### config.mk
export PLATFORM = sky130hd
export DESIGN_NAME = earliest_free_worker_scheduler_flat
export DESIGN_NICKNAME = d
export VERILOG_FILES = /design/src/rtl/efws_pkg.sv /design/src/rtl/efws_job_if.sv /design/src/rtl/efws_res_if.sv /design/src/rtl/earliest_free_worker_scheduler.sv /design/src/rtl/efws_core.sv /design/src/flat_wrapper.sv
export VERILOG_INCLUDE_DIRS = /design/src /design/src/rtl
export SDC_FILE = /design/constraint.sdc
export NUM_CORES = 2
export LEC_CHECK = 0
export ABC_AREA = 1
export BUFFER_PORTS_ARGS = -buffer_cell sky130_fd_sc_hd__buf_2
export CAP_MARGIN = 20
export CORE_MARGIN = 2
export CORE_UTILIZATION = 35
export DETAILED_ROUTE_END_ITERATION = 6
export PLACE_DENSITY = 0.57
export SLEW_MARGIN = 20
export SYNTH_ARGS = -nofsm -noshare
export SYNTH_HDL_FRONTEND = slang
export SYNTH_HIERARCHICAL = 1
export SYNTH_SLANG_ARGS = --single-unit
### constraint.sdc
create_clock -name clk -period 10.55 [get_ports clk]
set_input_delay 1.5825 -clock clk [delete_from_list [all_inputs] [get_ports clk]]
set_output_delay 1.5825 -clock clk [all_outputs]
set_load 0.1 [all_outputs]
### src/rtl/earliest_free_worker_scheduler_defines.svh
// assertion helpers for the earliest free worker scheduler
`ifndef EARLIEST_FREE_WORKER_SCHEDULER_DEFINES_SVH
`define EARLIEST_FREE_WORKER_SCHEDULER_DEFINES_SVH

// same-cycle implication, held off while in reset
`define EFWS_ASSERT_NOW(lbl, clk, rst_n, ante, cons) \
  lbl: assert property (@(posedge clk) disable iff (!rst_n) (ante) |-> (cons)) \
    else $error("efws check failed");

// next-cycle implication, held off while in reset
`define EFWS_ASSERT_NEXT(lbl, clk, rst_n, ante, cons) \
  lbl: assert property (@(posedge clk) disable iff (!rst_n) (ante) |=> (cons)) \
    else $error("efws check failed");

`endif

### src/rtl/efws_pkg.sv
`default_nettype none

package efws_pkg;

  localparam int MAX_WORKERS = 64;
  localparam int TIME_WIDTH  = 48;

  localparam int COUNT_W = 7;
  localparam int DUR_W   = 32;
  localparam int OIDX_W  = 6;
  localparam int START_W = 48;

  localparam int IDX_W  = (MAX_WORKERS > 1) ? $clog2(MAX_WORKERS) : 1;
  localparam int NCLG   = $clog2(MAX_WORKERS + 1);
  localparam int N_W    = (NCLG > COUNT_W) ? NCLG : COUNT_W;

  typedef enum logic [1:0] {
    ST_IDLE,
    ST_SCAN,
    ST_UPD
  } efws_state_t;

  typedef struct packed {
    logic             go;
    logic [DUR_W-1:0] duration;
    logic [N_W-1:0]   workers;
  } efws_cmd_t;

  typedef struct packed {
    logic               valid;
    logic [OIDX_W-1:0]  worker_index;
    logic [START_W-1:0] start_tick;
  } efws_res_t;

endpackage

`default_nettype wire

### src/rtl/efws_job_if.sv
`default_nettype none

interface efws_job_if;
  logic                      valid;
  logic                      ready;
  logic [efws_pkg::DUR_W-1:0] job_duration;

  modport source (output valid, output job_duration, input ready);
  modport sink (input valid, input job_duration, output ready);
endinterface

`default_nettype wire

### src/rtl/efws_res_if.sv
`default_nettype none

interface efws_res_if;
  logic                         valid;
  logic                         ready;
  logic [efws_pkg::OIDX_W-1:0]  worker_index;
  logic [efws_pkg::START_W-1:0] start_tick;

  modport source (output valid, output worker_index, output start_tick, input ready);
  modport sink (input valid, input worker_index, input start_tick, output ready);
endinterface

`default_nettype wire

### src/rtl/earliest_free_worker_scheduler.sv
// earliest free worker scheduler
// in_job carries one job duration per item; out_res returns, for each job, the
// index of the worker given the job and the tick at which it starts.
// both channels use valid/ready; an item moves when valid and ready are high.
// cfg_we/cfg_wdata write the worker count (0 acts as 1, above 64 acts as 64);
// write it only while no job is in flight.
// each job is taken, then the free-time memory is streamed through the single
// compare unit (one read a cycle, each compared in the cycle after its read),
// then the duration is added and written back; in_job.ready is low meanwhile.
// the result sits in an output register; the next job is accepted while it
// waits, but its write-back stalls until out_res has taken the earlier one.
// synchronous reset clears every free time to zero (per-entry valid bits),
// sets the worker count to one and empties the output register.
`default_nettype none

`include "earliest_free_worker_scheduler_defines.svh"

module earliest_free_worker_scheduler (
  input  wire logic                          clk,
  input  wire logic                          rst_n,
  efws_job_if.sink                           in_job,
  efws_res_if.source                         out_res,
  input  wire logic                          cfg_we,
  input  wire logic [efws_pkg::COUNT_W-1:0]  cfg_wdata
);

  localparam int NW = efws_pkg::N_W;

  logic [efws_pkg::COUNT_W-1:0]  cfg_r;
  logic [NW-1:0]                 cnt_ext;
  logic [NW-1:0]                 workers;
  efws_pkg::efws_cmd_t           cmd;
  efws_pkg::efws_res_t           res;
  logic                          core_idle;
  logic                          out_free;

  logic                          out_valid_r;
  logic [efws_pkg::OIDX_W-1:0]   out_idx_r;
  logic [efws_pkg::START_W-1:0]  out_start_r;

  assign cnt_ext = NW'(cfg_r);

  always_comb begin
    if (cnt_ext == '0) begin
      workers = NW'(1);
    end else if (cnt_ext > NW'(efws_pkg::MAX_WORKERS)) begin
      workers = NW'(efws_pkg::MAX_WORKERS);
    end else begin
      workers = cnt_ext;
    end
  end

  assign cmd.go       = in_job.valid && core_idle;
  assign cmd.duration = in_job.job_duration;
  assign cmd.workers  = workers;
  assign in_job.ready = core_idle;
  assign out_free     = !out_valid_r || out_res.ready;

  efws_core u_core (
    .clk      (clk),
    .rst_n    (rst_n),
    .cmd      (cmd),
    .out_free (out_free),
    .res      (res),
    .idle     (core_idle)
  );

  always_ff @(posedge clk) begin
    if (!rst_n) begin
      cfg_r       <= efws_pkg::COUNT_W'(1);
      out_valid_r <= 1'b0;
    end else begin
      if (cfg_we) begin
        cfg_r <= cfg_wdata;
      end
      if (res.valid) begin
        out_valid_r <= 1'b1;
      end else if (out_res.ready) begin
        out_valid_r <= 1'b0;
      end
    end
  end

  always_ff @(posedge clk) begin
    if (res.valid) begin
      out_idx_r   <= res.worker_index;
      out_start_r <= res.start_tick;
    end
  end

  assign out_res.valid        = out_valid_r;
  assign out_res.worker_index = out_idx_r;
  assign out_res.start_tick   = out_start_r;

  // a result is only handed over when the output register can take it
  `EFWS_ASSERT_NOW(a_res_room, clk, rst_n, res.valid, !out_valid_r || out_res.ready)
  // a handed-over result shows up on the output next cycle
  `EFWS_ASSERT_NEXT(a_res_shown, clk, rst_n, res.valid, out_res.valid)
  // an accepted job keeps the input closed while it is scanned
  `EFWS_ASSERT_NEXT(a_busy_after_accept, clk, rst_n, in_job.valid && in_job.ready, !in_job.ready)

endmodule

`default_nettype wire

### src/rtl/efws_core.sv
`default_nettype none

module efws_core (
  input  wire logic                clk,
  input  wire logic                rst_n,
  input  wire efws_pkg::efws_cmd_t cmd,
  input  wire logic                out_free,
  output efws_pkg::efws_res_t      res,
  output logic                     idle
);

  localparam int TW = efws_pkg::TIME_WIDTH;
  localparam int IW = efws_pkg::IDX_W;
  localparam int NW = efws_pkg::N_W;

  efws_pkg::efws_state_t state_r, state_nxt;

  logic [NW-1:0]               cnt_r, cnt_nxt;
  logic [NW-1:0]               n_r, n_nxt;
  logic [efws_pkg::DUR_W-1:0]  dur_r, dur_nxt;
  logic [IW-1:0]               best_idx_r, best_idx_nxt;
  logic [TW-1:0]               best_val_r, best_val_nxt;

  logic [TW-1:0]                  mem [efws_pkg::MAX_WORKERS];
  logic [efws_pkg::MAX_WORKERS-1:0] vld_r;
  logic [TW-1:0]                  rd_data_r;
  logic                           rd_vld_r;
  logic [IW-1:0]                  rd_addr;
  logic [TW-1:0]                  cur_val;
  logic [IW-1:0]                  cur_idx;
  logic [TW:0]                    sum;
  logic [TW-1:0]                  upd_val;
  logic                           wr_en;
  logic [TW+efws_pkg::START_W-1:0] start_ext;
  logic [IW+efws_pkg::OIDX_W-1:0]  idx_ext;

  assign rd_addr   = cnt_r[IW-1:0];
  assign cur_val   = rd_vld_r ? rd_data_r : '0;
  assign cur_idx   = IW'(cnt_r - NW'(1));
  assign sum       = {1'b0, best_val_r} + (TW+1)'(dur_r);
  assign upd_val   = sum[TW] ? {TW{1'b1}} : sum[TW-1:0];
  assign start_ext = {{efws_pkg::START_W{1'b0}}, best_val_r};
  assign idx_ext   = {{efws_pkg::OIDX_W{1'b0}}, best_idx_r};

  always_comb begin
    state_nxt = state_r;
    case (state_r)
      efws_pkg::ST_IDLE: begin
        if (cmd.go) begin
          state_nxt = efws_pkg::ST_SCAN;
        end
      end
      efws_pkg::ST_SCAN: begin
        if (cnt_r == n_r) begin
          state_nxt = efws_pkg::ST_UPD;
        end
      end
      efws_pkg::ST_UPD: begin
        if (out_free) begin
          state_nxt = efws_pkg::ST_IDLE;
        end
      end
      default: state_nxt = efws_pkg::ST_IDLE;
    endcase
  end

  always_comb begin
    cnt_nxt          = cnt_r;
    n_nxt            = n_r;
    dur_nxt          = dur_r;
    best_idx_nxt     = best_idx_r;
    best_val_nxt     = best_val_r;
    wr_en            = 1'b0;
    idle             = 1'b0;
    res.valid        = 1'b0;
    res.worker_index = idx_ext[efws_pkg::OIDX_W-1:0];
    res.start_tick   = start_ext[efws_pkg::START_W-1:0];
    case (state_r)
      efws_pkg::ST_IDLE: begin
        idle = 1'b1;
        if (cmd.go) begin
          cnt_nxt = '0;
          n_nxt   = cmd.workers;
          dur_nxt = cmd.duration;
        end
      end
      efws_pkg::ST_SCAN: begin
        cnt_nxt = cnt_r + NW'(1);
        // compare the entry read in the previous cycle
        if (cnt_r != '0) begin
          if ((cnt_r == NW'(1)) || (cur_val < best_val_r)) begin
            best_idx_nxt = cur_idx;
            best_val_nxt = cur_val;
          end
        end
      end
      efws_pkg::ST_UPD: begin
        res.valid = out_free;
        wr_en     = out_free;
      end
      default: begin
        idle = 1'b0;
      end
    endcase
  end

  always_ff @(posedge clk) begin
    if (!rst_n) begin
      state_r <= efws_pkg::ST_IDLE;
      vld_r   <= '0;
    end else begin
      state_r <= state_nxt;
      if (wr_en) begin
        vld_r[best_idx_r] <= 1'b1;
      end
    end
  end

  always_ff @(posedge clk) begin
    cnt_r      <= cnt_nxt;
    n_r        <= n_nxt;
    dur_r      <= dur_nxt;
    best_idx_r <= best_idx_nxt;
    best_val_r <= best_val_nxt;
    rd_vld_r   <= vld_r[rd_addr];
  end

  always_ff @(posedge clk) begin
    if (wr_en) begin
      mem[best_idx_r] <= upd_val;
    end
    rd_data_r <= mem[rd_addr];
  end

endmodule

`default_nettype wire

### src/flat_wrapper.sv
// flat-port wrapper written by rule: the top's interface ports become plain ports
module earliest_free_worker_scheduler_flat 
  (clk, rst_n, cfg_we, cfg_wdata, in_job_valid, in_job_job_duration, in_job_ready, out_res_valid, out_res_worker_index, out_res_start_tick, out_res_ready);
  efws_job_if in_job_i ();
  efws_res_if out_res_i ();
  input  wire logic clk;
  input  wire logic rst_n;
  input  wire logic cfg_we;
  input  wire logic [efws_pkg::COUNT_W-1:0] cfg_wdata;
  input wire logic [$bits(in_job_i.valid)-1:0] in_job_valid;
  input wire logic [$bits(in_job_i.job_duration)-1:0] in_job_job_duration;
  output wire logic [$bits(in_job_i.ready)-1:0] in_job_ready;
  output wire logic [$bits(out_res_i.valid)-1:0] out_res_valid;
  output wire logic [$bits(out_res_i.worker_index)-1:0] out_res_worker_index;
  output wire logic [$bits(out_res_i.start_tick)-1:0] out_res_start_tick;
  input wire logic [$bits(out_res_i.ready)-1:0] out_res_ready;
  assign in_job_i.valid = in_job_valid;
  assign in_job_i.job_duration = in_job_job_duration;
  assign in_job_ready = in_job_i.ready;
  assign out_res_valid = out_res_i.valid;
  assign out_res_worker_index = out_res_i.worker_index;
  assign out_res_start_tick = out_res_i.start_tick;
  assign out_res_i.ready = out_res_ready;
  earliest_free_worker_scheduler u_core (.clk(clk), .rst_n(rst_n), .in_job(in_job_i), .out_res(out_res_i), .cfg_we(cfg_we), .cfg_wdata(cfg_wdata));
endmodule
# Word level (Yosys, flattened, before mapping)
# Memories as Yosys holds them, arrays and structs flattened. A register that Yosys moved wholly into a read port is not among the register bits.
# Index checks and enable logic that the tools add are counted.
# totals
wordCells	64
ff_bits	229
input_bits	44
mem_bits_rw	3072
mem_count	1
output_inout_bits	56
# op_classes
eq_ne	7
mux	19
reduce_logical	15
addsub	3
magnitude_cmp	5
bitwise_logic	1
# memory_table
name	depth	word_bits	read_ports	rd_clocked_by_memory_dff	write_ports	line_no	rtl
u_core.u_core.mem	64	48	1	1	1	efws_core.sv:24	logic [TW-1:0] mem [efws_pkg::MAX_WORKERS];
# op_table
operator	count
$mux 48	2
$or 64x64->64	1
$add 48x32->49	1
$lt 48x48->1	1
$lt 6x7->1 const B	2
$mux 7	2
$pmux 7 s2	1
$mux 1	8
$add 7x1->7 const B	1
$eq 7x1->1 const B	1
$eq 7x7->1	1
$gt 7x7->1 const B	1
$logic_not 7->1	1
$reduce_bool 7->1	1
$bmux 1 s6	1
$demux 1 s6	1
$ge 6x1->1 const B	1
$mux 2	3
$ne 2x2->1 const B	3
$pmux 2 s3	1
$reduce_and 3->1	2
$sub 6x1->6 const B	1
$reduce_and 2->1	2
$reduce_bool 2->1	2
other kinds (7)	9

# Logic depth before layout (Yosys ltp)
# depth
ltp_word	5
depth_mapped	16
ltp_nobuf	14

# Cells and area by module
# The synthesis kept the hierarchy.
# by_module_without_submodules
module	cells_per_inst	seq_area_each_um2	n_inst	area_per_inst_um2
efws_core	10585	97553.6	1	131154.5
earliest_free_worker_scheduler	103	1781.7	1	1978.1

# Worst setup path after synthesis
# No wires, ideal clock.
# synth_timing
path_kind	reg2reg
from	register u_core.u_core.state_r[0]
to	register u_core/u_core/dur_r[0] in the netlist's numbering (enable)
path_stages_with_launch	6
setup_ns	0.486
path_slack_ns	5.466
t_required_ns	10.064
arrival_time_ns	4.598
cell_sequence	dfxtp_1 -> nor2_1 -> nand2_1 -> inv_1 -> inv_1 -> nor3_1
# synth_lines
element	line_no	rtl
from (decl)	efws_core.sv:16	efws_pkg::efws_state_t state_r, state_nxt;
from (signal assigned)	efws_core.sv:109	state_r <= efws_pkg::ST_IDLE;
from (signal assigned)	efws_core.sv:112	state_r <= state_nxt;
to (signal assigned)	efws_core.sv:122	dur_r <= dur_nxt;
to (decl)	efws_core.sv:20	logic [efws_pkg::DUR_W-1:0] dur_r, dur_nxt;

==> results by group <==
Route
  – Drt drc: 0
  – M1 wire length: 166800 µm
  – Routed via count: 85820
  – Routed met2 length: 172500 µm
  – Metal3 WL: 32630 µm
  – Routed wire length: roughly 380000 µm
  – Routed Antenna Nets: 0
  – Initial drt markers: between 10000 and 15000
  – Drt via density: 5.374
  – WL/cell: 23.76 µm
  – Uppermost routed layer: met4
  – Drt first pass iters: 6

Setup path
  – CP Buf/Inv Count: 4
  – Crit-path cells: buf_4, inv_8, buf_4, buf_12, o21ai_0, o22ai_1, nand2_1, nand2_1, o21ai_1, nand4_1
  – Critical Path RT: between 10 and 15 ns
  – Slowest CP cell: o21ai_1
  – Critical path launch point type: flop
  – Worst setup EP type: flop
  – CP max FO: 192
  – Critical path arrival: roughly 5.3 ns
  – CP peak stage delay: 0.75 ns
  – Critical path class: flop to flop
  – Cell family with most CP delay: buffers and inverters

Power and ir drop
  – Pwr/cell area: 241.1 nW/µm²
  – NetSw: 11.36 mW
  – Cell Int Power: 24.90 mW
  – Sw Ratio: 0.3133
  – Comb pwr share: 0.209
  – Reg power frac: 0.461
  – Static leakage: 50.47 nW
  – Clk pwr share: 0.331
  – Total power: 36.26 mW
  – VDD IR max: approximately 0.00018 V

STA
  – Min Tclk post-route: between 4 and 5 ns
  – Hold WS: 0.4663 ns
  – TNS Setup: 0 ns
  – RSZ-0062 raised after global routing: no
  – Worst Max-Slew Pin Slew: 1.150 ns
  – Final setup violation count: 0
  – Tcrit/Tclk final: 0.4422
  – Clk_skew: 0.06568 ns
  – Slew margin rel.: 0.2334
  – Setup ws final: 5.885 ns
  – Final Max Tran Viols: 0
  – Final hold viol count: 0
  – Fmax: 0.2144 GHz

Clock tree
  – H-tree levels: 5
  – Skew-Pair Late Insertion Delay: 0.94 ns
  – Post-CTS sizing: 0
  – Worst-case clock buffer depth: 4
  – Root Driver: clkbuf_16
  – Hold_buf cts: 0
  – Clk sinks: ~3300
  – Reg clk slew, reported paths: 0.06 ns
  – Post CTS Setup Buffer Count: 0
  – CTS tree: done
  – Num CTS Buffers: 346

GRT
  – Largest net degree at the start of global routing: 205
  – First-pass GRT wire length: ~550000 µm
  – Tot GR Track Use: 0.1911
  – Number of global-route vias before repair: 79580
  – GR Overflow Total: 0
  – Initial antenna violation count: 22

Floorplanning
  – Core box area: 378900 µm²
  – Site Rows: 226
  – # IOs: 100
  – Die area: roughly 390000 µm²
  – Die Span Y: slightly above 600 µm
  – Width of the die: 620.8 µm
  – Initial core utilization: 0.3514

Outcome
  – Run status: completed

Final layout
  – Share of cells above drive strength 1: 0.08317
  – Area growth syn-to-layout: 12.98%
  – Commonest non-fill, non-tap cells in the layout: 3226 x edfxtp_1, 1861 x nor2_1, 1480 x o21ai_0
  – Most common cell after layout, fill and taps aside: edfxtp_1
  – # nets final: 10800

Synth
  – Post-Syn Nets: 10820
  – Post-synth EDFFs: around 3200
  – Synth Register Bits: between 3000 and 4000
  – Synth cell types: 41
  – Sequential cell area fraction in the yosys report: 0.7461
  – Mean Syn Cell Area: 12.46 µm²
  – Syn. warnings: 6
  – Mapped cell area: 133100 µm²
  – Cell count after synthesis: 10690
  – Ys flop type: edfxtp_1
  – Post-synth ARST share: 0

Place
  – GPL Wtd Cong: 0.8867
  – # port buffers: about 100
  – HPWL after DPL: 201000 µm
  – Pre-CTS setup slack: 4.986 ns

Min path
  – Tightest Hold Check Type: flop to flop

Flow run
  – Number of max-cap violations: 0
==> power by group through the flow <==
stage | combinational (mW) | clock [mW] | sequential (mW)
floorplan | 4.44 | 0 | 16.9
global placement | 7.43 | 0 | 17.0
detailed placement | 7.48 | 0 | 17.0
CTS | 7.50 | 12.2 | 16.7
global route | 8.25 | 12.7 | 16.7
finish | 7.58 | 12.0 | 16.7
==> metrics by stage <==
step / cell area, µm² / std cells / utilization
6_report: 150400 / 15970 / 0.3969
2_1_floorplan: 133100 / 10690 / -
5_1_grt: 150400 / 15960 / 0.3969
3_3_place_gp: 139300 / 15340 / 0.3675
3_5_place_dp: 139300 / 15340 / 0.3676
4_1_cts: 150300 / 15960 / 0.3968
==> flip-flops by register name, summed over array words and instances, names as in the netlist, 32 cells and up <==
signal and cells:
u_core/u_core/vld_r 64, u_core/u_core/rd_data_r 48, u_core/u_core/best_val_r 48, u_core/u_core/mem 3072, u_core/out_res.start_tick 48, u_core/u_core/dur_r 32
==> final timing paths <==
kind                                from                           to  depth (start not counted)  slack, ns
setup / recovery  u_core/u_core/cnt_r[0]  u_core/u_core/rd_data_r[16]                         10       5.89
hold / removal    u_core/u_core/vld_r[5]       u_core/u_core/vld_r[5]                          2       0.47
setup reg to reg  u_core/u_core/cnt_r[0]  u_core/u_core/rd_data_r[16]                         10       5.89
hold reg to reg   u_core/u_core/vld_r[5]       u_core/u_core/vld_r[5]                          2       0.47
==> routing by layer <==
metal | up-vias | track usage
met3 | 484 | 0.03199
met2 | 3387 | 0.3002
li1 | 38610 | -
met5 | - | 0
met1 | 43340 | 0.2774
met4 | 0 | 0.04227
==> cell usage after synthesis (5+ instances only) <==
| library cell | instances | area share |
|---|---|---|
| clkbuf_2 | 5 | 0.00019 |
| nand2_1 | 1486 | 0.042 |
| edfxtp_1 | 3226 | 0.73 |
| o21ai_0 | 1482 | 0.056 |
| or2_2 | 13 | 0.00061 |
| a21oi_1 | 94 | 0.0035 |
| nand4_1 | 71 | 0.0033 |
| xor2_1 | 25 | 0.0016 |
| nor2_1 | 1929 | 0.054 |
| buf_6 | 19 | 0.0016 |
| dfxtp_1 | 123 | 0.018 |
| nor3_1 | 23 | 0.00086 |
| nand3_2 | 11 | 0.00083 |
| nand3_1 | 85 | 0.0032 |
| buf_4 | 34 | 0.0019 |
| ha_1 | 82 | 0.0077 |
| nor2_2 | 5 | 0.00023 |
| buf_1 | 18 | 0.00051 |
| inv_2 | 8 | 0.00023 |
| buf_2 | 234 | 0.0088 |
| clkbuf_1 | 337 | 0.0095 |
| inv_1 | 266 | 0.0075 |
| o22ai_1 | 743 | 0.035 |
| xnor2_1 | 8 | 0.00053 |
| o21ai_1 | 330 | 0.012 |
==> area by class of cell <==
class                           instances  area [µm²]
Antenna cell                           11       27.53
Clock inverter                        171        1783
Timing Repair Buffer                  281        2150
Inverter                              276        1067
Multi-Input combinational cell       6416       30490
Clock buffer                          448        9283
Fill cell                           35530      228500
Sequential cell                      3349       99340
Tap cell                             5016        6276
==> worst register-to-register path, stage by stage, from the launching register on <==
cell and delay [ns]:
edfxtp_1 0.32, buf_4 0.61, inv_8 0.38, buf_4 0.63
buf_12 0.31, o21ai_0 0.59, o22ai_1 0.10, nand2_1 0.06
nand2_1 0.09, o21ai_1 0.75, nand4_1 0.53
==> cell families after synthesis <==
| kind of cell | count (synthesis) | synth area share |
|---|---|---|
| xor+xnor | 33 | 0.002171 |
| flops | 3349 | 0.7461 |
| compound gates | 2663 | 0.1074 |
| fa+ha+maj | 83 | 0.007857 |
| buf+inv | 923 | 0.03030 |
| simple gates | 3637 | 0.1061 |
Note: power is estimated with default switching activity, not from simulation.
